==> src/design/u8dec_pkg.sv <==
`timescale 1ns / 1ps

package u8dec_pkg;

    localparam int BYTE_W = 8;
    localparam int CP_W   = 21;
    localparam int CNT_W  = 3;
    localparam int DEPTH  = 4;
    localparam int IDX_W  = 2;

    localparam logic [CP_W-1:0] CP_REPL = 21'h00FFFD;

    localparam logic [CNT_W-1:0] NEED_ONE   = 3'd1;
    localparam logic [CNT_W-1:0] NEED_TWO   = 3'd2;
    localparam logic [CNT_W-1:0] NEED_THREE = 3'd3;
    localparam logic [CNT_W-1:0] NEED_FOUR  = 3'd4;

    typedef struct packed {
        logic load;
        logic step;
    } cmd_t;

    typedef struct packed {
        logic done;
        logic out_busy;
    } status_t;

    // total bytes a lead asks for, including itself; bad leads count as one
    function automatic logic [CNT_W-1:0] lead_need(input logic [BYTE_W-1:0] b);
        logic [CNT_W-1:0] n;
        begin
            if ((b & 8'h80) == 8'h00)
                n = NEED_ONE;
            else if ((b & 8'hE0) == 8'hC0)
                n = NEED_TWO;
            else if ((b & 8'hF0) == 8'hE0)
                n = NEED_THREE;
            else if ((b & 8'hF8) == 8'hF0)
                n = NEED_FOUR;
            else
                n = NEED_ONE;
            return n;
        end
    endfunction

    function automatic logic lead_bad(input logic [BYTE_W-1:0] b);
        return ((b & 8'hC0) == 8'h80) || ((b & 8'hF8) == 8'hF8);
    endfunction

    function automatic logic is_follower(input logic [BYTE_W-1:0] b);
        return (b & 8'hC0) == 8'h80;
    endfunction

endpackage

==> src/design/u8dec_ctrl.sv <==
`timescale 1ns / 1ps

module u8dec_ctrl
(
    input  logic               clk,
    input  logic               rst_n,
    input  logic               in_valid,
    output logic               in_stall,
    input  u8dec_pkg::status_t status,
    output u8dec_pkg::cmd_t    cmd
);

    typedef enum logic [1:0] {
        S_IDLE = 2'b01,
        S_EVAL = 2'b10
    } state_t;

    state_t state_reg;
    state_t state_next;

    assign in_stall = (state_reg != S_IDLE);
    assign cmd.load = (state_reg == S_IDLE) && in_valid;
    assign cmd.step = (state_reg == S_EVAL) && !status.out_busy;

    always_comb
    begin
        state_next = state_reg;
        unique case (state_reg)
            S_IDLE:
            begin
                if (in_valid)
                    state_next = S_EVAL;
            end
            S_EVAL:
            begin
                if (cmd.step && status.done)
                    state_next = S_IDLE;
            end
            default:
            begin
                state_next = S_IDLE;
            end
        endcase
    end

    always_ff @(posedge clk or negedge rst_n)
    begin
        if (!rst_n)
            state_reg <= S_IDLE;
        else
            state_reg <= state_next;
    end

endmodule

==> src/design/u8dec_datapath.sv <==
`timescale 1ns / 1ps

module u8dec_datapath
(
    input  logic                              clk,
    input  logic                              rst_n,
    input  u8dec_pkg::cmd_t                   cmd,
    output u8dec_pkg::status_t                status,
    input  logic [u8dec_pkg::BYTE_W-1:0]      in_byte,
    input  logic                              text_end,
    output logic                              out_valid,
    input  logic                              out_stall,
    output logic [u8dec_pkg::CP_W-1:0]        code_point,
    output logic                              run_last,
    output logic                              text_done
);

    logic [u8dec_pkg::BYTE_W-1:0] buf_reg  [u8dec_pkg::DEPTH];
    logic [u8dec_pkg::BYTE_W-1:0] buf_next [u8dec_pkg::DEPTH];
    logic [u8dec_pkg::CNT_W-1:0]  cnt_reg;
    logic [u8dec_pkg::CNT_W-1:0]  cnt_next;
    logic                         last_reg;
    logic                         out_valid_reg;
    logic                         out_valid_next;
    logic [u8dec_pkg::CP_W-1:0]   cp_reg;
    logic [u8dec_pkg::CP_W-1:0]   cp_next;
    logic                         run_last_reg;
    logic                         run_last_next;
    logic                         text_done_reg;
    logic                         text_done_next;

    logic [u8dec_pkg::CNT_W-1:0]  need;
    logic                         bad;
    logic                         incomplete;
    logic                         fol_ok;
    logic [u8dec_pkg::CP_W-1:0]   cp_dec;
    logic [u8dec_pkg::CNT_W-1:0]  drop;
    logic [u8dec_pkg::CNT_W-1:0]  rem;
    logic [u8dec_pkg::BYTE_W-1:0] lead2;
    logic [u8dec_pkg::CNT_W-1:0]  need2;
    logic                         more;
    logic                         emit;
    logic                         done;
    logic [u8dec_pkg::CNT_W-1:0]  src;

    assign need       = u8dec_pkg::lead_need(buf_reg[0]);
    assign bad        = u8dec_pkg::lead_bad(buf_reg[0]);
    assign incomplete = (cnt_reg < need);

    always_comb
    begin
        fol_ok = 1'b1;
        if (need >= u8dec_pkg::NEED_TWO && !u8dec_pkg::is_follower(buf_reg[1]))
            fol_ok = 1'b0;
        if (need >= u8dec_pkg::NEED_THREE && !u8dec_pkg::is_follower(buf_reg[2]))
            fol_ok = 1'b0;
        if (need >= u8dec_pkg::NEED_FOUR && !u8dec_pkg::is_follower(buf_reg[3]))
            fol_ok = 1'b0;
    end

    always_comb
    begin
        cp_dec = '0;
        unique case (need)
            u8dec_pkg::NEED_ONE:
                cp_dec = {13'd0, buf_reg[0]};
            u8dec_pkg::NEED_TWO:
                cp_dec = {10'd0, buf_reg[0][4:0], buf_reg[1][5:0]};
            u8dec_pkg::NEED_THREE:
                cp_dec = {5'd0, buf_reg[0][3:0], buf_reg[1][5:0], buf_reg[2][5:0]};
            u8dec_pkg::NEED_FOUR:
                cp_dec = {buf_reg[0][2:0], buf_reg[1][5:0], buf_reg[2][5:0],
                          buf_reg[3][5:0]};
            default:
                cp_dec = u8dec_pkg::CP_REPL;
        endcase
    end

    // malformed sequences consume only the lead
    assign drop  = (bad || !fol_ok) ? u8dec_pkg::NEED_ONE : need;
    assign rem   = cnt_reg - drop;
    assign lead2 = buf_reg[drop[u8dec_pkg::IDX_W-1:0]];
    assign need2 = u8dec_pkg::lead_need(lead2);
    // next round gives a result unless it only waits for more bytes
    assign more  = (rem != '0) && !((rem < need2) && !last_reg);

    always_comb
    begin
        if (incomplete)
        begin
            emit = last_reg;
            done = 1'b1;
        end
        else
        begin
            emit = 1'b1;
            done = !more;
        end
    end

    assign status.done     = done;
    assign status.out_busy = out_valid_reg && out_stall;

    always_comb
    begin
        for (int i = 0; i < u8dec_pkg::DEPTH; i++)
            buf_next[i] = buf_reg[i];
        cnt_next       = cnt_reg;
        out_valid_next = out_valid_reg && out_stall;
        cp_next        = cp_reg;
        run_last_next  = run_last_reg;
        text_done_next = text_done_reg;
        src            = '0;
        if (cmd.load)
        begin
            buf_next[cnt_reg[u8dec_pkg::IDX_W-1:0]] = in_byte;
            cnt_next = cnt_reg + 3'd1;
        end
        else if (cmd.step)
        begin
            if (incomplete)
            begin
                if (last_reg)
                    cnt_next = '0;
            end
            else
            begin
                for (int i = 0; i < u8dec_pkg::DEPTH; i++)
                begin
                    src = u8dec_pkg::CNT_W'(i) + drop;
                    buf_next[i] = buf_reg[src[u8dec_pkg::IDX_W-1:0]];
                end
                cnt_next = rem;
            end
            if (emit)
            begin
                out_valid_next = 1'b1;
                cp_next        = (incomplete || bad || !fol_ok) ? u8dec_pkg::CP_REPL
                                                                 : cp_dec;
                run_last_next  = done;
                text_done_next = done && last_reg;
            end
        end
    end

    always_ff @(posedge clk or negedge rst_n)
    begin
        if (!rst_n)
        begin
            cnt_reg       <= '0;
            out_valid_reg <= 1'b0;
        end
        else
        begin
            cnt_reg       <= cnt_next;
            out_valid_reg <= out_valid_next;
        end
    end

    always_ff @(posedge clk)
    begin
        for (int i = 0; i < u8dec_pkg::DEPTH; i++)
            buf_reg[i] <= buf_next[i];
        if (cmd.load)
            last_reg <= text_end;
        cp_reg        <= cp_next;
        run_last_reg  <= run_last_next;
        text_done_reg <= text_done_next;
    end

    assign out_valid  = out_valid_reg;
    assign code_point = cp_reg;
    assign run_last   = run_last_reg;
    assign text_done  = text_done_reg;

endmodule

==> src/design/utf8_stream_decoder_top.sv <==
// a word is taken while the fsm is idle; decode rounds then register its results, if any
// rounds run until done; each gives one result unless it only waits for more bytes
// no new word is taken before the last round; a stalled output holds the decode round
// the 4-byte pending buffer and its count live in the datapath, set by the control fsm
// reset: asynchronous active low rst_n clears the fsm, buffer count and output valid
`timescale 1ns / 1ps

module utf8_stream_decoder_top
(
    input  logic                         clk,
    input  logic                         rst_n,
    input  logic                         in_valid,
    output logic                         in_stall,
    input  logic [u8dec_pkg::BYTE_W-1:0] in_byte,
    input  logic                         text_end,
    output logic                         out_valid,
    input  logic                         out_stall,
    output logic [u8dec_pkg::CP_W-1:0]   code_point,
    output logic                         run_last,
    output logic                         text_done
);

    u8dec_pkg::cmd_t    cmd;
    u8dec_pkg::status_t status;

    u8dec_ctrl u_ctrl
    (
        .clk      (clk),
        .rst_n    (rst_n),
        .in_valid (in_valid),
        .in_stall (in_stall),
        .status   (status),
        .cmd      (cmd)
    );

    u8dec_datapath u_dp
    (
        .clk        (clk),
        .rst_n      (rst_n),
        .cmd        (cmd),
        .status     (status),
        .in_byte    (in_byte),
        .text_end   (text_end),
        .out_valid  (out_valid),
        .out_stall  (out_stall),
        .code_point (code_point),
        .run_last   (run_last),
        .text_done  (text_done)
    );

endmodule

==> config.mk <==
export PLATFORM = sky130hd
export DESIGN_NAME = utf8_stream_decoder_top
export DESIGN_NICKNAME = d
export VERILOG_FILES = /design/src/design/u8dec_pkg.sv /design/src/design/u8dec_ctrl.sv /design/src/design/u8dec_datapath.sv /design/src/design/utf8_stream_decoder_top.sv
export SDC_FILE = /design/constraint.sdc
export NUM_CORES = 1
export LEC_CHECK = 0
export BUFFER_PORTS_ARGS = -buffer_cell sky130_fd_sc_hd__buf_2
export CORE_UTILIZATION = 54
export DETAILED_ROUTE_END_ITERATION = 7
export HOLD_SLACK_MARGIN = 0.06
export PLACE_DENSITY = 0.8
export REMOVE_ABC_BUFFERS = 1
export SKIP_LAST_GASP = 1
export SYNTH_ARGS = -nofsm -noshare
export SYNTH_HDL_FRONTEND = slang
export SYNTH_SLANG_ARGS = --single-unit
export TNS_END_PERCENT = 50
==> constraint.sdc <==
create_clock -name clk -period 4.8 [get_ports clk]
set_input_delay 1.2 -clock clk [delete_from_list [all_inputs] [get_ports clk]]
set_output_delay 1.2 -clock clk [all_outputs]
set_load 0.03 [all_outputs]
# [Yosys cells after proc, flatten, opt, wreduce, memory -nomap -nowiden]
# Memories as Yosys holds them, arrays and structs flattened.
# Cells that the tools add are included.
[totals] output_inout_bits=25 mem_count=1 regBits=30 word_cells=104 input_bits=13 mem_bits_rw=32
[memory_table] memory="u_dp.buf_reg" depth=4 width=8 read_ports=8 rd_ports_with_merged_regs=0 wr=4 line_no="u8dec_datapath.sv:18" text="logic [u8dec_pkg::BYTE_W-1:0] buf_reg [u8dec_pkg::DEPTH];"
[op_classes] mux=31 add_sub_neg=5 magnitude_cmp=7 bitwise_logic=2 reduce_logical=30 eq_ne=21
[ops] op="32-bit 2-to-1 mux" n=3
[ops] op="21-bit case mux with 4 select lines" n=1
[ops] op="3-bit 2-to-1 mux" n=13
[ops] op="32-bit bitwise mux" n=1
[ops] op="8-bit demux with 2-bit select" n=1
[ops] op="8-bit logical NOT" n=2
[ops] op="5-bit equality test, second input constant" n=3
[ops] op="1-bit logical AND" n=11
[ops] op="2-bit equality test, second input constant" n=5
[ops] op="3-bit equality test, second input constant" n=3
[ops] op="4-bit equality test, second input constant" n=2
[ops] op="1-bit logical NOT" n=8
[ops] op="1-bit 2-to-1 mux" n=8
[ops] op="8-bit 2-to-1 mux" n=1
[ops] op="3-bit by 2-bit equality test with 1-bit output, second input constant" n=2
[ops] op="3-bit by 2-bit >= comparator with 1-bit output, second input constant" n=2
[ops] op="3-bit >= comparator, second input constant" n=2
[ops] op="3-bit < comparator" n=2
[ops] op="2-bit adder, first input constant" n=2
[ops] op="1-bit logical OR" n=4
[ops] op="2-bit 2-to-1 mux" n=2
[ops] op="2-bit != test, second input constant" n=2
[ops] op="2-bit case mux with 2 select lines" n=1
[ops] op="2-bit AND reduction" n=2
[ops] op="13 further kinds" n=13

# [Logic depth before layout (Yosys ltp)]
# Gate-level depths: netlist (run 1).
# An unclocked memory read counts as a cell.
[logic_depth] ltp_word=28 ltp_mapped=20 depth_no_buf=17

# [Cells and area by module]
# From an unflattened synthesis (run 1), not the netlist that was laid out.
[hier_totals] cells_unflattened=378 hier_area_um2=3789.9
[by_module_without_submodules] module="u8dec_datapath" area_per_inst_um2=3689.8 n_inst=1 seq_area_each_um2=1781.7 cells_each=369
[by_module_without_submodules] module="u8dec_ctrl" area_per_inst_um2=100.1 n_inst=1 seq_area_each_um2=51.3 cells_each=9

# [Worst setup path before layout (run 1)]
# No wires, ideal clock.
[synth_timing] path_type="reg2reg" startpoint="mem u_dp.buf_reg[0][5] in the netlist's numbering" endpoint="reg u_dp.cnt_reg[2] in the netlist's numbering" synth_period_minus_slack_ps=4521 path_buffers=1 stages_incl_launch_ff=13 t_arrival_ps=4380 setup_ps=141 required_time_ps=4659 setup_slack_ps=279 cell_sequence="edfxtp_1 > buf_4 > nand2_1 > nor3_1 > inv_1 > ha_1 > nand3_1 > nand2_1 > a31oi_1 > a21boi_0 > nor2_1 > o21ai_0 > o221ai_1"
[synth_lines] element="start, declared" line_no="u8dec_datapath.sv:18"
[synth_lines] element="end signal, assigned" line_no="u8dec_datapath.sv:155" text="cnt_reg <= cnt_next;"
[synth_lines] element="end, declared" line_no="u8dec_datapath.sv:20" text="logic [u8dec_pkg::CNT_W-1:0] cnt_reg;"

==> flow_metrics.py, run 1 <==
metrics = {
    "cts": {
        "cts_made_buffers": 9,
        "cts_root_buffer": "clkbuf_8",
        "clock_sinks": 62,
        "cts_max_level": 3,
        "tritoncts": "done",
        "post_cts_buffers": 0,
        "path_clk_slew_ns": 0.08,
        "post_cts_resized": 0,
        "clock_latency_ns": 0.36,
        "cts_hold_buf": 0,
        "cts_buffer_depth": 2,
    },
    "outcome": {
        "status": "finished, final reports clean",
    },
    "critical_path": {
        "path_class": "flip-flop to flip-flop",
        "cp_max_fo": 11,
        "timing.rr.end": "u_ctrl.state_reg[0]",
        "end_kind": "flip-flop",
        "arrival_ns": 4.50,
        "crit_family": "compound AO/OA/AOI/OAI gates",
        "cp-start-kind": "flip-flop",
        "r2r_cells": 16,
        "regToRegSetupSlack_ns": 0.59,
        "r2r-start": "u_dp.buf_reg[0][5]",
        "path_cells": "nand2_1 -> or2_1 -> and3_1 -> inv_4 -> ha_1 -> inv_1 -> fa_1 -> xnor2_1 -> xor2_1 -> inv_1 -> ha_1 -> o21ai_0 -> a21o_1 -> a221o_1 -> a311o_1 -> a31o_1",
        "cpPeakStageDelay_ns": 0.61,
        "cp_slowest_cell": "edfxtp_1",
        "crit_buf_inv": 3,
        "crit_required_ns": 5.09,
    },
    "logic_synthesis": {
        "ys_seq_area_share_pct": 48.5,
        "synth_edf_count": 56,
        "async_flop_share_pct": 9.68,
        "ys_types": 56,
        "syn_avg_cell_area_sq_um": 10.0,
        "syn_inst": 378,
        "synth_top_area_cell": "edfxtp_1",
        "synth_area_sq_um": 3780,
        "synth_top_area_share_pct": 44.5,
        "synth_top_flop_cell": "edfxtp_1",
        "synth_area_leaders": "edfxtp_1, nand2_1, a21oi_1, mux4_2, dfrtp_1",
        "yosysWarnings": 0,
        "synth_seq_cells": 62,
    },
    "global_routing": {
        "grt_pass1_wl_um": 15600,
        "track_usage_pct": 28.1,
        "gr-total-overflow": 0,
        "grt_max_degree": 47,
        "grt_pass1_vias": 3081,
        "antenna_found_initial": 0,
    },
    "place": {
        "numPortBuffers": 37,
        "postPlaceCellArea_sq_um": 4010,
        "place_ws_ns": 0.659,
        "hpwl_um": 6660,
        "gp_congestion": 0.882,
    },
    "detailed_routing": {
        "viasPerCell": 6.57,
        "route.vias.total": 3325,
        "drc": 0,
        "wire_per_inst_um": 19.2,
        "dr.first_iter.drc_count": 380,
        "firstDrtPassIters": 5,
        "wl_met3_um": 930,
        "met2_length_um": 4500,
        "ant_nets": 0,
        "drt-total-wl_um": 9730,
        "drt-met1-wl_um": 4020,
        "top_layer_used": "met4",
    },
    "finish": {
        "drive_above_1_share_pct": 18.3,
        "multi_input_area_sq_um": 1770,
        "final_cell_area_sq_um": 4240,
        "most-common-layout-cells": "nand2_1, edfxtp_1, buf_2",
        "fin_nets": 428,
        "regArea_sq_um": 1830,
        "final_common_cell": "nand2_1",
        "syn2layout_area_growth_pct": 12.1,
        "largest_reg_flops": 32,
        "diodes": 0,
        "nFillCells": 539,
    },
    "sta": {
        "period_share_pct": 87.7,
        "finalHoldViolations": 0,
        "tightest_slew_ns": 1.26,
        "final-setup-viol-count": 0,
        "rsz0062_at_grt": "no",
        "drv_slew": 0,
        "clock_skew_ns": 0.00900,
        "setup_slack_ns": 0.590,
        "max_slew_margin_pct": 15.2,
        "period_needed_ns": 4.21,
        "fmax_ghz": 0.238,
        "tns_ns": 0,
    },
    "worst_hold_path": {
        "whs_endpoint": "u_dp.out_valid",
        "hold_class": "flip-flop to flip-flop",
        "hold_path_startpoint": "u_dp.out_valid",
        "min_delay_path_depth": 1,
    },
    "die": {
        "start_util_pct": 55.6,
        "die_h_um": 85.7,
        "boundaryPins": 38,
        "rows": 30,
        "fp.dieW_um": 85.7,
        "core_area_sq_um": 6790,
        "design.die.area_sq_um": 7340,
    },
    "pwr": {
        "internal-power_w": 0.00143,
        "power.clock.fraction_pct": 21.8,
        "swShare_pct": 41.3,
        "power.switching_w": 0.00100,
        "pwr_density_cell_nw_per_um2": 574,
        "combPwrFrac_pct": 40.4,
        "peakVddDrop_uv": 426,
        "seq_power_share_pct": 37.8,
        "leakagePower_nw": 1.62,
    },
    "job": {
        "drv_cap": 0,
    },
}
[how the worst max path moves through the flow]
stage                                  start                  end  slack [ns]  depth (start not counted)
after floorplan           u_dp.buf_reg[0][5]      u_dp.cnt_reg[2]       -0.21                         11
after global placement    u_dp.buf_reg[0][5]  u_ctrl.state_reg[0]        0.78                         16
after detailed placement  u_dp.buf_reg[0][5]  u_ctrl.state_reg[0]        0.66                         16
after CTS                 u_dp.buf_reg[0][5]  u_ctrl.state_reg[0]        0.65                         16
after global routing      u_dp.buf_reg[0][5]  u_ctrl.state_reg[0]        0.29                         16
final                     u_dp.buf_reg[0][5]  u_ctrl.state_reg[0]        0.59                         16
[cells by family after synthesis]
kind of cell | share of synthesized area (%)
flip-flops | 48.5
adder cells (fa/ha/maj) | 3.51
buffers and inverters | 4.90
AO/OA/AOI/OAI | 21.5
XOR/XNOR | 0.464
AND/OR/NAND/NOR | 16.7
multiplexers | 4.40
[routing by layer]
metal	vias to the layer above	track usage, %
met5	-	0
met4	0	16.7
met3	26	6.06
met2	212	41.6
met1	1579	38.2
li1	1508	-
[area by class of cell]
type / count / share of cell area (%)
flip-flops and latches: 62 / 43.3
multi-input cells: 272 / 41.7
repair buffers: 42 / 5.26
clock buffers: 9 / 2.92
well taps: 96 / 2.83
clock inverters: 7 / 2.42
inverters: 18 / 1.65
[synth_stat cells (2+ instances only)]
cell type and count:
ha_1 9, nand2_1 61, o221ai_1 12, a31oi_1 17, and2_1 2, nand2b_1 2
buf_4 2, o22ai_1 5, nand3_1 25, edfxtp_1 56, mux4_2 6, dfrtp_1 5
a221o_1 7, inv_2 2, o21ai_0 12, nand4_1 3, a21oi_1 30, a22oi_1 10
inv_1 15, mux2i_1 2, a222oi_1 2, o31ai_1 3, clkbuf_1 17, a21o_1 3
a221oi_1 2, nor2_1 19, buf_1 4, nor2b_1 4, o211ai_1 3, buf_2 2
nor3_1 2, and3_1 10
[metrics by stage]
stage	utilization [%]	total power (W)	cells	hold WS [ns]
after CTS	62.4	0.00240	506	0.511
final	62.4	0.00243	506	0.514
after detailed placement	59.0	0.00187	490	0.493
after global placement	59.0	0.00184	490	0.485
after global routing	62.4	0.00256	506	0.544
after floorplan	-	0.00158	352	0.527
[power groups by stage]
stage / clock [W] / sequential (W) / combinational, W
finish: 0.000529 / 0.000920 / 0.000981
global route: 0.000560 / 0.000933 / 0.00107
CTS: 0.000533 / 0.000912 / 0.000957
detailed placement: 0 / 0.000924 / 0.000950
global placement: 0 / 0.000918 / 0.000920
floorplan: 0 / 0.000912 / 0.000665
Power figures use the tool's default switching activity.
==> run 2, diff against run 1 <==
Settings changed: PLACE_DENSITY 0.8 to 0.77.
==> flow_metrics.py, run 2 (synthesis results as in run 1) <==
metrics = {
    "outcome": {
        "status": "finished, final reports clean",
    },
    "cts": {
        "path_clk_slew_ns": 0.07,
        "clock_sinks": 62,
        "clock_latency_ns": 0.35,
        "cts_hold_buf": 0,
        "cts_buffer_depth": 2,
        "cts_made_buffers": 9,
        "cts_max_level": 3,
        "cts_root_buffer": "clkbuf_8",
        "post_cts_buffers": 0,
        "post_cts_resized": 0,
        "tritoncts": "done",
    },
    "detailed_routing": {
        "route.vias.total": 3291,
        "ant_nets": 0,
        "firstDrtPassIters": 5,
        "drc": 0,
        "viasPerCell": 6.49,
        "dr.first_iter.drc_count": 380,
        "drt-total-wl_um": 9700,
        "wire_per_inst_um": 19.1,
    },
    "finish": {
        "syn2layout_area_growth_pct": 11.6,
        "stdcell_count": 507,
        "diodes": 0,
        "fin_nets": 429,
        "nFillCells": 572,
        "largest_reg_flops": 32,
        "final_common_cell": "nand2_1",
        "most-common-layout-cells": "nand2_1, edfxtp_1, buf_2",
        "drive_above_1_share_pct": 18.5,
    },
    "place": {
        "dp_cells": 491,
        "numPortBuffers": 37,
        "gp_congestion": 0.907,
        "hpwl_um": 6670,
    },
    "critical_path": {
        "cp-start-kind": "flip-flop",
        "crit_family": "compound AO/OA/AOI/OAI gates",
        "crit_required_ns": 5.09,
        "crit_cells": 16,
        "regToRegSetupSlack_ns": 0.55,
        "arrival_ns": 4.54,
        "path_class": "flip-flop to flip-flop",
        "end_kind": "flip-flop",
        "crit_buf_inv": 3,
        "cpPeakStageDelay_ns": 0.62,
        "path_cells": "nand2_1 -> or2_1 -> and3_1 -> inv_4 -> ha_1 -> inv_1 -> fa_1 -> xnor2_1 -> xor2_1 -> inv_1 -> ha_1 -> o21ai_0 -> a21o_1 -> a221o_1 -> a311o_1 -> a31o_1",
        "cp_slowest_cell": "edfxtp_1",
        "r2r_cells": 16,
        "cp_max_fo": 11,
    },
    "die": {
        "design.die.area_sq_um": 7340,
        "start_util_pct": 55.6,
        "fp.dieW_um": 85.7,
        "boundaryPins": 38,
        "core_area_sq_um": 6790,
        "die_h_um": 85.7,
        "rows": 30,
    },
    "sta": {
        "drv_slew": 0,
        "finalHoldViolations": 0,
        "clock_skew_ns": 0.00944,
        "final-setup-viol-count": 0,
        "period_share_pct": 88.6,
        "max_slew_margin_pct": 27.6,
        "period_needed_ns": 4.25,
        "final.hold.worst_slack_ns": 0.511,
        "rsz0062_at_grt": "no",
        "fmax_ghz": 0.235,
        "tightest_slew_ns": 1.08,
    },
    "global_routing": {
        "grtUsageMet2_pct": 41.7,
        "antenna_found_initial": 0,
        "grt_max_degree": 47,
        "busiest_layer": "met2",
        "track_usage_pct": 27.9,
        "grt_pass1_vias": 2967,
        "met3_usage_pct": 7.12,
        "grt_pass1_wl_um": 15300,
        "met1_usage_pct": 38.1,
        "gr-total-overflow": 0,
    },
    "job": {
        "drv_cap": 0,
    },
    "worst_hold_path": {
        "min_delay_path_depth": 1,
        "hold_class": "flip-flop to flip-flop",
    },
    "pwr": {
        "total_power_w": 0.00236,
        "leakagePower_nw": 1.61,
        "peakVddDrop_uv": 391,
        "pwr_density_cell_nw_per_um2": 559,
    },
}
[run 2: layout make-up]
cell class              count  area [sq um]  share of cell area, %
flip-flops and latches     62          1830                   43.5
multi-input cells         272          1770                   41.9
repair buffers             43           230                   5.46
clock buffers               9           124                   2.94
well taps                  96           120                   2.85
clock inverters             7          73.8                   1.75
inverters                  18          70.1                   1.66
[run 2: worst reg2reg max path: stages, from the launching register on]
cell and delay, ns:
edfxtp_1 0.62, nand2_1 0.22, or2_1 0.30, and3_1 0.34, inv_4 0.11, ha_1 0.14, inv_1 0.05, fa_1 0.38
xnor2_1 0.24, xor2_1 0.32, inv_1 0.08, ha_1 0.28, o21ai_0 0.07, a21o_1 0.18, a221o_1 0.26, a311o_1 0.37
a31o_1 0.23
[run 2: path summary, 6_finish.rpt]
path                                     from                  end
max                        u_dp.buf_reg[0][5]  u_ctrl.state_reg[0]
min                            u_dp.out_valid       u_dp.out_valid
max reg2reg                u_dp.buf_reg[0][5]  u_ctrl.state_reg[0]
min reg2reg                    u_dp.out_valid       u_dp.out_valid
max in group asynchronous               rst_n  u_ctrl.state_reg[0]
min in group asynchronous               rst_n      u_dp.cnt_reg[2]
[run 2: metal layers]
| layer | up-vias | part of all wire (%) |
|---|---|---|
| li1 | 1501 | - |
| met1 | 1552 | 41 |
| met2 | 219 | 46 |
| met3 | 19 | 11 |
| met4 | 0 | 2.0 |
| met5 | - | 0 |
[run 2: where the power goes]
group | internal, W | leakage (nW) | switching, W | total, W
logic | 0.000348 | 0.928 | 0.000625 | 0.000973
registers | 0.000782 | 0.586 | 0.000138 | 0.000920
clock network | 0.000241 | 0.0996 | 0.000225 | 0.000466
[run 2: stage by stage]
stage	setup WS, ns	area [sq um]	TNS, ns	util [%]
detailed placement	0.650	4020	0	59.2
global route	0.372	4220	0	62.1
global placement	0.780	4020	0	59.2
floorplan	-0.209	3660	-1.82	-
finish	0.545	4220	0	62.1
CTS	0.590	4220	0	62.1
==> run 3, diff against run 2 <==
Settings changed: CORE_ASPECT_RATIO set to 1.4.
Clock period 4.8 ns to 3.5 ns, I/O delays scaled along.
==> flow_metrics.py, run 3 (synthesis results as in run 1) <==
metrics = {
    "detailed_routing": {
        "drc": 0,
        "ant_nets": 0,
        "dr.first_iter.drc_count": 555,
        "wire_per_inst_um": 19.8,
        "drt-total-wl_um": 10500,
        "route.vias.total": 3500,
        "firstDrtPassIters": 5,
        "viasPerCell": 6.57,
    },
    "sta": {
        "final.hold.worst_slack_ns": 0.333,
        "period_share_pct": 97.4,
        "tightest_slew_ns": 0.599,
        "final-setup-viol-count": 0,
        "fmax_ghz": 0.293,
        "rsz0062_at_grt": "yes",
        "period_needed_ns": 3.41,
        "max_slew_margin_pct": 60.0,
        "drv_slew": 0,
        "clock_skew_ns": 0.0107,
        "finalHoldViolations": 0,
    },
    "critical_path": {
        "arrival_ns": 3.69,
        "r2r_cells": 16,
        "crit_required_ns": 3.78,
        "path_class": "flip-flop to flip-flop",
        "cp-start-kind": "flip-flop",
        "cp_max_fo": 3,
        "end_kind": "flip-flop",
    },
    "pwr": {
        "power.switching_w": 0.00142,
        "leakagePower_nw": 1.78,
        "seq_power_share_pct": 35.0,
        "total_power_w": 0.00352,
        "swShare_pct": 40.5,
        "internal-power_w": 0.00209,
        "power.clock.fraction_pct": 20.1,
        "peakVddDrop_uv": 594,
        "pwr_density_cell_nw_per_um2": 779,
        "combPwrFrac_pct": 44.9,
    },
    "global_routing": {
        "gr-total-overflow": 0,
        "track_usage_pct": 30.2,
        "grt_max_degree": 46,
        "grt_pass1_vias": 3287,
        "grt_pass1_wl_um": 16400,
        "antenna_found_initial": 0,
    },
    "die": {
        "die_h_um": 101,
        "rows": 35,
        "boundaryPins": 38,
        "core_area_sq_um": 6660,
        "design.die.area_sq_um": 7340,
        "start_util_pct": 56.8,
        "fp.dieW_um": 72.7,
    },
    "finish": {
        "drive_above_1_share_pct": 25.9,
        "most-common-layout-cells": "nand2_1, edfxtp_1, buf_2",
        "diodes": 0,
        "fin_nets": 459,
        "syn2layout_area_growth_pct": 19.5,
        "final_common_cell": "nand2_1",
        "largest_reg_flops": 32,
    },
    "cts": {
        "path_clk_slew_ns": 0.08,
        "cts_max_level": 3,
        "cts_hold_buf": 0,
        "clock_sinks": 62,
        "cts_made_buffers": 9,
        "tritoncts": "done",
        "clock_latency_ns": 0.35,
        "cts_buffer_depth": 2,
        "cts_root_buffer": "clkbuf_8",
    },
    "worst_hold_path": {
        "hold_class": "input port to asynchronous set/reset pin",
    },
    "place": {
        "hpwl_um": 7140,
        "numPortBuffers": 37,
        "gp_congestion": 0.963,
    },
    "job": {
        "drv_cap": 0,
    },
    "outcome": {
        "status": "finished, final reports clean",
    },
}
## run 3: power by group through the flow
stage	combinational, W	sequential [W]	clock (W)
after floorplan	0.000912	0.00125	0
after global placement	0.00142	0.00122	0
after detailed placement	0.00147	0.00123	0
after CTS	0.00149	0.00122	0.000707
after global routing	0.00170	0.00125	0.000733
final	0.00158	0.00123	0.000706
## run 3: layout make-up
cell class	count	area [sq um]
Clock buffer	9	124
Clock inverter	7	97.6
Fill cell	524	2140
Inverter	18	70.1
Multi-Input combinational cell	272	1820
Sequential cell	62	1830
Tap cell	92	115
Timing Repair Buffer	73	455
## run 3: through the flow
stage	setup slack (ns)	cell area, sq um	util, %	cells	TNS [ns]
CTS	0.00851	4450	66.9	531	0
floorplan	-1.51	3660	-	352	-38.58
finish	0.0898	4520	67.9	533	0
global route	-0.0240	4520	67.9	533	-0.0259
detailed placement	-0.0575	4220	63.3	514	-0.0746
global placement	0.0795	4220	63.3	514	0
## run 3: what timing repair did
action | 4_1_cts | 5_1_grt
pin swaps | 2 | 10
setup buffers | 1 | 2
setup endpoints to repair | 3 | 11
gates resized for setup | 2 | 11
## run 3: path summary, 6_finish.rpt
kind | from | endpoint | slack (ns)
setup reg to reg | u_dp.buf_reg[3][7] | u_ctrl.state_reg[0] | 0.09
setup / recovery | u_dp.buf_reg[3][7] | u_ctrl.state_reg[0] | 0.09
hold reg to reg | u_dp.out_valid | u_dp.out_valid | 0.56
max in group asynchronous | rst_n | u_ctrl.state_reg[0] | 2.95
hold / removal | rst_n | u_dp.cnt_reg[1] | 0.33
min in group clk | u_dp.out_valid | u_dp.out_valid | 0.56
## run 3: per-layer routing
layer / routed length (um) / global-route usage (%) / vias up / part of all wire [%]
met3: 916 / 6.20 / 37 / 8.7
li1: - / - / 1566 / -
met2: 5310 / 50.6 / 253 / 50
met4: 384 / 16.3 / 0 / 3.6
met5: 0 / 0 / - / 0
met1: 3940 / 36.0 / 1644 / 37
## run 3: critical path: stages (launching register included)
cell and delay [ns]:
edfxtp_1 0.39, nor3b_4 0.17, or2_1 0.25, and3_4 0.20, inv_4 0.07, ha_4 0.12
inv_2 0.03, fa_2 0.36, xnor2_2 0.18, xor2_1 0.21, inv_1 0.07, ha_1 0.27
o21ai_1 0.07, a21o_1 0.16, a221o_1 0.26, a311o_1 0.31, a31o_1 0.22
